===== src/hw/rtl/pcfl_pkg.sv =====
`default_nettype none

package pcfl_pkg;

  // Request codes carried by the func field of an input item.
  localparam logic [2:0] FUNC_INIT        = 3'd0;
  localparam logic [2:0] FUNC_ALLOC_PAGE  = 3'd1;
  localparam logic [2:0] FUNC_FREE_PAGE   = 3'd2;
  localparam logic [2:0] FUNC_ALLOC_CHUNK = 3'd3;
  localparam logic [2:0] FUNC_FREE_CHUNK  = 3'd4;

  // Status codes of a result item.
  localparam logic [1:0] ST_OK    = 2'd0;
  localparam logic [1:0] ST_EMPTY = 2'd1;
  localparam logic [1:0] ST_FULL  = 2'd2;
  localparam logic [1:0] ST_TRUNC = 2'd3;

  // Configuration register indexes.
  localparam logic REG_RANGE_START = 1'b0;
  localparam logic REG_RANGE_END   = 1'b1;

  // Field widths fixed by the address map.
  localparam int ADDR_W  = 32;
  localparam int PAGE_W  = 20;
  localparam int CHUNK_W = 22;
  localparam int FB_W    = 26;
  localparam int CNT_W   = 21;

  // Outcome of the init range calculation.
  typedef struct packed {
    logic              done;
    logic              trunc;
    logic [PAGE_W-1:0] first_pg;
    logic [CNT_W-1:0]  count;
  } pcfl_init_t;

endpackage

`default_nettype wire


===== src/hw/rtl/pcfl_range.sv =====
`default_nettype none

module pcfl_range
  import pcfl_pkg::*;
#(
  parameter int MAX_PAGES = 4096
) (
  input  wire logic              clk,
  input  wire logic              rst_n,
  input  wire logic              start,
  input  wire logic [ADDR_W-1:0] range_start,
  input  wire logic [ADDR_W-1:0] range_end,
  output pcfl_init_t             res
);

  logic              v1_r;
  logic [CNT_W-1:0]  lo_pg_r;
  logic [PAGE_W-1:0] hi_pg_r;
  logic              done_r;
  logic              trunc_r;
  logic [PAGE_W-1:0] first_r;
  logic [CNT_W-1:0]  count_r;
  logic [CNT_W-1:0]  diff;

  // First stage: page numbers of the rounded bounds.
  always_ff @(posedge clk) begin
    if (!rst_n) begin
      v1_r   <= 1'b0;
      done_r <= 1'b0;
    end else begin
      v1_r   <= start;
      done_r <= v1_r;
    end
  end

  always_ff @(posedge clk) begin
    if (start) begin
      lo_pg_r <= {1'b0, range_start[ADDR_W-1:12]} +
                 CNT_W'(range_start[11:0] != 12'd0);
      hi_pg_r <= range_end[ADDR_W-1:12];
    end
  end

  assign diff = {1'b0, hi_pg_r} - lo_pg_r;

  // Second stage: page count, clamped to the stack depth.
  always_ff @(posedge clk) begin
    if (v1_r) begin
      first_r <= lo_pg_r[PAGE_W-1:0];
      if (lo_pg_r >= {1'b0, hi_pg_r}) begin
        count_r <= '0;
        trunc_r <= 1'b0;
      end else if (diff > CNT_W'(MAX_PAGES)) begin
        count_r <= CNT_W'(MAX_PAGES);
        trunc_r <= 1'b1;
      end else begin
        count_r <= diff;
        trunc_r <= 1'b0;
      end
    end
  end

  assign res.done     = done_r;
  assign res.trunc    = trunc_r;
  assign res.first_pg = first_r;
  assign res.count    = count_r;

endmodule

`default_nettype wire


===== config.mk =====
export PLATFORM = sky130hd
export DESIGN_NAME = pcfl_range
export DESIGN_NICKNAME = d
export VERILOG_FILES = /design/src/hw/rtl/pcfl_pkg.sv /design/src/hw/rtl/pcfl_range.sv
export SDC_FILE = /design/constraint.sdc
export NUM_CORES = 1
export LEC_CHECK = 0
export BUFFER_PORTS_ARGS = -buffer_cell sky130_fd_sc_hd__buf_4
export CORE_MARGIN = 8
export CORE_UTILIZATION = 30
export CTS_CLUSTER_SIZE = 25
export DETAILED_ROUTE_END_ITERATION = 8
export GPL_TIMING_DRIVEN = 1
export PLACE_DENSITY = 0.47
export SYNTH_ARGS = -nofsm -noshare
export SYNTH_HDL_FRONTEND = slang
export SYNTH_SLANG_ARGS = --single-unit

===== constraint.sdc =====
create_clock -name clk -period 3.3 [get_ports clk]
set_input_delay 0.66 -clock clk [delete_from_list [all_inputs] [get_ports clk]]
set_output_delay 0.66 -clock clk [all_outputs]
set_load 0.01 [all_outputs]

==> impl_metrics.tcl, run 1 <==
set metrics [dict create \
    async_flop_share_pct 0 \
    finalCritPeriodShare_pct 91.74 \
    cts_max_level 3 \
    hold-path-cell-count 0 \
    tns_ns 0 \
    antenna_found_initial 0 \
    grt_pass1_vias 3147 \
    cts_root_buf "clkbuf_16" \
    routabilityCongestion 0.7949 \
    cts_tree "done" \
    leakage_nw 2.206 \
    die-area_um2 18850 \
    synth_edf_count 83 \
    maxSlewViolCount 0 \
    synthFlopType "edfxtp_1" \
    critPathLaunchType "flip-flop" \
    cp.depth 11 \
    fmax_mhz 330.3 \
    timing.slew.headroom_pct 29.64 \
    io_buffers 97 \
    ys_seq_area_share_pct 57.37 \
    fillCellCount 1416 \
    ff2ff_path_depth 11 \
    fin_nets 555 \
    path_class "flip-flop to flip-flop" \
    yosysWarnings 0 \
    hold_buffers 0 \
    dp_cells 638 \
    clk_path_buf_depth 2 \
    wirelength_um 9770 \
    multiInputGateArea_um2 1735 \
    cp_slowest_cell "o311ai_0" \
    core-area_um2 14480 \
    drt-pass1-iter-count 4 \
    mostFrequentLayoutCells "buf_4 (100), edfxtp_1 (83), inv_1 (29)" \
    via_count 3048 \
    grt_max_degree 44 \
    via_per_inst 4.661 \
    critPathMaxStageDelay_ns 0.44 \
    areaGrowthSynthToFinish_pct 28.80 \
    final_common_cell "buf_4" \
    die_height_um 137.3 \
    synth_cell_types 63 \
    fin_skew_ns 0.005450 \
    synth_area_um2 4414 \
    cpLargestDelayFamily "compound AO/OA/AOI/OAI gates" \
    peakVddDrop_uv 240.8 \
    syn_area_per_cell_um2 12.40 \
    cts_buffers 9 \
    cp_max_fo 12 \
    layout.area.seq_um2 2534 \
    dp_hpwl_um 7742 \
    rsz0062_at_grt "no" \
    end_kind "flip-flop" \
    grt-ovfl-total 0 \
    synth-seq-cells 85 \
    hold_viol_final 0 \
    path_clk_slew_ns 0.06 \
    cp.arrival_ns 3.20 \
    drtIter0Drc 96 \
    postSynthCellCount 356 \
    clock_latency_ns 0.33 \
    clock-sinks 85 \
    diodes 0 \
    holdWs_ns 0.4469 \
    drive_gt1_share_pct 31.28 \
    critPathRequiredTime_ns 3.47 \
    worst-path-buf-inv 1 \
    outcome "finished, final reports clean" \
    ant_nets 0 \
    grtUsageTotal_pct 10.56 \
    finalSetupViolCount 0 \
    wl_per_cell_um 14.94 \
    layout_min_cycle_time_ns 3.027 \
    grt_pass1_wl_um 15570 \
    io_pins 110 \
    tightestPinTransition_ns 1.055 \
    postCtsSetupBuffers 0 \
    path_cells "ha_1 -> fa_1 -> nand2b_1 -> a21oi_2 -> nor2_1 -> o311ai_0 -> xor2_1 -> a211oi_2 -> nand4_2 -> buf_4 -> nor3_1" \
    die-width_um 137.3 \
    start_util_pct 30.49 \
    row_count 44 \
    cap_violations 0 \
    fin_cells 654 \
    hold_path.class "flip-flop to flip-flop" \
    p_per_area_nw_per_um2 523.8 \
    drc_errors 0 \
]
[metrics by stage]
stage | power (mW) | util [%] | setup WS, ns | instance area [um2]
after floorplan | 1.729 | - | 0.5061 | 4441
after global placement | 1.946 | 37.01 | 0.2093 | 5359
after detailed placement | 1.948 | 37.01 | 0.1528 | 5359
after CTS | 3.015 | 39.24 | 0.1319 | 5682
after global routing | 3.130 | 39.27 | 0.01403 | 5685
final | 2.978 | 39.27 | 0.2726 | 5685
[where the power goes]
group / total, mW / internal [mW] / switching [mW]
clock: 1.06 / 0.672 / 0.386
combinational: 0.606 / 0.259 / 0.347
sequential: 1.31 / 1.27 / 0.0401
[per-layer routing]
| metal | vias up | GRT usage [%] | wire [um] |
|---|---|---|---|
| met5 | - | 0 | 0 |
| met4 | 0 | 3.742 | 135 |
| met3 | 8 | 2.881 | 491 |
| met1 | 1443 | 12.99 | 4426 |
| li1 | 1540 | - | - |
| met2 | 57 | 17.43 | 4717 |
[logic make-up after synthesis]
logic type | after synthesis | share of synthesized area, %
muxes | 1 | 0.2268
DFF | 85 | 57.37
and+or+nand+nor | 103 | 13.46
buffers and inverters | 39 | 3.996
AOI/OAI and AO/OA | 76 | 12.61
xor gates and xnor gates | 28 | 5.555
adders and majority gates | 23 | 6.689
other | 1 | 0.08495
[cell usage after synthesis (8+ instances only)]
cell type / number / share of area, %
xor2_1: 11 / 2.2
nor3_2: 10 / 2.3
edfxtp_1: 83 / 56
inv_1: 29 / 2.5
o21ai_0: 16 / 1.8
nand2_1: 28 / 2.4
xnor2_1: 17 / 3.4
nor2_1: 8 / 0.68
nand3_1: 12 / 1.4
nand4_1: 8 / 1.1
a21oi_1: 19 / 2.2
ha_1: 22 / 6.2
[worst paths after layout]
| check | from | endpoint | slack (ns) |
|---|---|---|---|
| setup / recovery | lo_pg_r[0] | count_r[3] | 0.27 |
| hold / removal | lo_pg_r[18] | first_r[18] | 0.45 |
| setup reg to reg | lo_pg_r[0] | count_r[3] | 0.27 |
| hold reg to reg | lo_pg_r[18] | first_r[18] | 0.45 |
[state kept, by name, summed over array words and instances, names as in the netlist]
signal	count
done_r	1
count_r	21
lo_pg_r	21
v1_r	1
first_r	20
hi_pg_r	20
trunc_r	1
[worst register-to-register path, stage by stage (launching register included)]
cell	delay [ns]
edfxtp_1	0.39
ha_1	0.23
fa_1	0.39
nand2b_1	0.19
a21oi_2	0.22
nor2_1	0.10
o311ai_0	0.44
xor2_1	0.15
a211oi_2	0.20
nand4_2	0.15
buf_4	0.22
nor3_1	0.19
[timing repair]
action | 4_1_cts | 5_1_grt
gates resized for setup | 0 | 2
hold endpoints to repair | 0 | 0
endpoints found under the setup margin | 0 | 12
[area by class of cell]
type	instances	share of cell area, %
Inverter	30	1.981
Sequential cell	85	44.56
Timing Repair Buffer	100	13.20
Clock buffer	14	4.996
Clock inverter	2	0.6822
Tap cell	184	4.049
Multi-Input combinational cell	239	30.52
No activity file was read; power rests on OpenSTA's default activity.
==> run 2, diff against run 1 <==
CORE_UTILIZATION = 40   (was 30)
PLACE_DENSITY = 0.6   (was 0.47)
==> impl_metrics.tcl, run 2 (synthesis gave the netlist of run 1 again) <==
set metrics [dict create \
    areaGrowthSynthToFinish_pct 24.60 \
    wl_per_cell_um 15.13 \
    grt-ovfl-total 0 \
    mostFrequentLayoutCells "buf_4 (100), edfxtp_1 (83), inv_1 (29)" \
    die-width_um 121.1 \
    path_clk_slew_ns 0.09 \
    cp_max_fo 11 \
    via_per_inst 4.959 \
    wirelength_um 9227 \
    cap_violations 0 \
    grt_pass1_wl_um 14920 \
    fin_nets 555 \
    ant_nets 0 \
    io_buffers 97 \
    io_pins 110 \
    p_per_area_nw_per_um2 478.4 \
    start_util_pct 40.90 \
    leakage_nw 2.144 \
    clock_latency_ns 0.36 \
    cts_buffers 9 \
    top_regs "count_r: 21 flops, lo_pg_r: 21 flops" \
    path_class "flip-flop to flip-flop" \
    grtUsageTotal_pct 12.80 \
    grt_max_degree 44 \
    cts_tree "done" \
    outcome "finished, final reports clean" \
    cp.arrival_ns 3.27 \
    via_count 3025 \
    holdWs_ns 0.4508 \
    cts_root_buf "clkbuf_8" \
    dp_hpwl_um 7230 \
    layout_min_cycle_time_ns 3.078 \
    fmax_mhz 324.9 \
    hold_viol_final 0 \
    finalSetupViolCount 0 \
    row_count 38 \
    clock-sinks 85 \
    grt_pass1_vias 3051 \
    critPathLaunchType "flip-flop" \
    routabilityCongestion 0.8265 \
    final_common_cell "buf_4" \
    timing.slew.headroom_pct 32.88 \
    drive_gt1_share_pct 31.49 \
    cts_max_level 3 \
    maxSlewViolCount 0 \
    finalCritPeriodShare_pct 93.26 \
    end_kind "flip-flop" \
    fin_skew_ns 0.01291 \
    diodes 0 \
    peakVddDrop_uv 210.5 \
    tns_ns 0 \
    die-area_um2 14650 \
    hold_path.class "flip-flop to flip-flop" \
    drc_errors 0 \
    rsz0062_at_grt "no" \
    critPathRequiredTime_ns 3.49 \
    die_height_um 121.1 \
    drtIter0Drc 125 \
    core-area_um2 10790 \
    drt-pass1-iter-count 4 \
    antenna_found_initial 0 \
    clk_path_buf_depth 2 \
    tightestPinTransition_ns 1.007 \
]
==> run 2: cell count changes in the layout (fill, tap and decap cells not counted) <==
cell / before / now
o21ai_2: 0 / 1
clkinvlp_4: 0 / 1
clkbuf_16: 9 / 0
clkinv_2: 0 / 3
clkbuf_1: 1 / 0
clkinv_1: 0 / 1
o21ai_1: 4 / 3
clkbuf_8: 4 / 9
==> run 2: per-stage QoR <==
step	instance area [um2]	util (%)	total power, mW	worst slack, ns	std cells
after floorplan	4441	-	1.729	0.5061	363
after global placement	5296	49.07	1.934	0.1881	593
after detailed placement	5296	49.07	1.942	0.1339	593
after CTS	5485	50.82	2.647	0.08812	609
after global routing	5500	50.96	2.766	0.02421	610
final	5500	50.96	2.631	0.2223	610
==> run 2: worst max-delay path, cell delays in order, from the launching register on <==
cell,delay (ns)
edfxtp_1,0.40
ha_1,0.24
fa_1,0.41
nand2b_1,0.21
a21oi_2,0.21
nor2_1,0.09
o311ai_0,0.44
xor2_1,0.14
a211oi_2,0.18
nand4_2,0.18
buf_4,0.23
nor3_1,0.18
==> run 2: where the power goes <==
part           switching [mW]  leakage [nW]  internal [mW]
clock network           0.363        0.0968          0.346
logic                   0.348          1.25          0.262
registers              0.0404         0.796           1.27
total                   0.752          2.14           1.88
==> run 2: timing repair <==
| item | 4_1_cts | 5_1_grt |
|---|---|---|
| hold buffers | 0 | 0 |
| resized for setup | 0 | 3 |
| setup buffers | 0 | 1 |
| endpoints found under the setup margin | 0 | 13 |
==> run 2: layer usage <==
metal	vias to the layer above	GRT usage [%]	part of all wire (%)
li1	1545	-	-
met1	1411	15.94	46
met2	59	21.07	48
met3	10	2.745	3.8
met4	0	5.386	1.6
met5	-	0	0
==> run 2: final cells by class <==
class,instances,area [um2]
clock inverters,7,65.06
well taps,140,175.2
multi-input cells,239,1739
clock buffers,9,123.9
flip-flops and latches,85,2534
fillers,966,5293
inverters,30,112.6
repair buffers,100,750.7
==> run 2: worst paths after layout <==
check | end | from | depth (start not counted) | slack, ns
setup reg to reg | count_r[3] | lo_pg_r[0] | 11 | 0.22
hold / removal | first_r[12] | lo_pg_r[12] | 0 | 0.45
setup / recovery | count_r[3] | lo_pg_r[0] | 11 | 0.22
hold reg to reg | first_r[12] | lo_pg_r[12] | 0 | 0.45
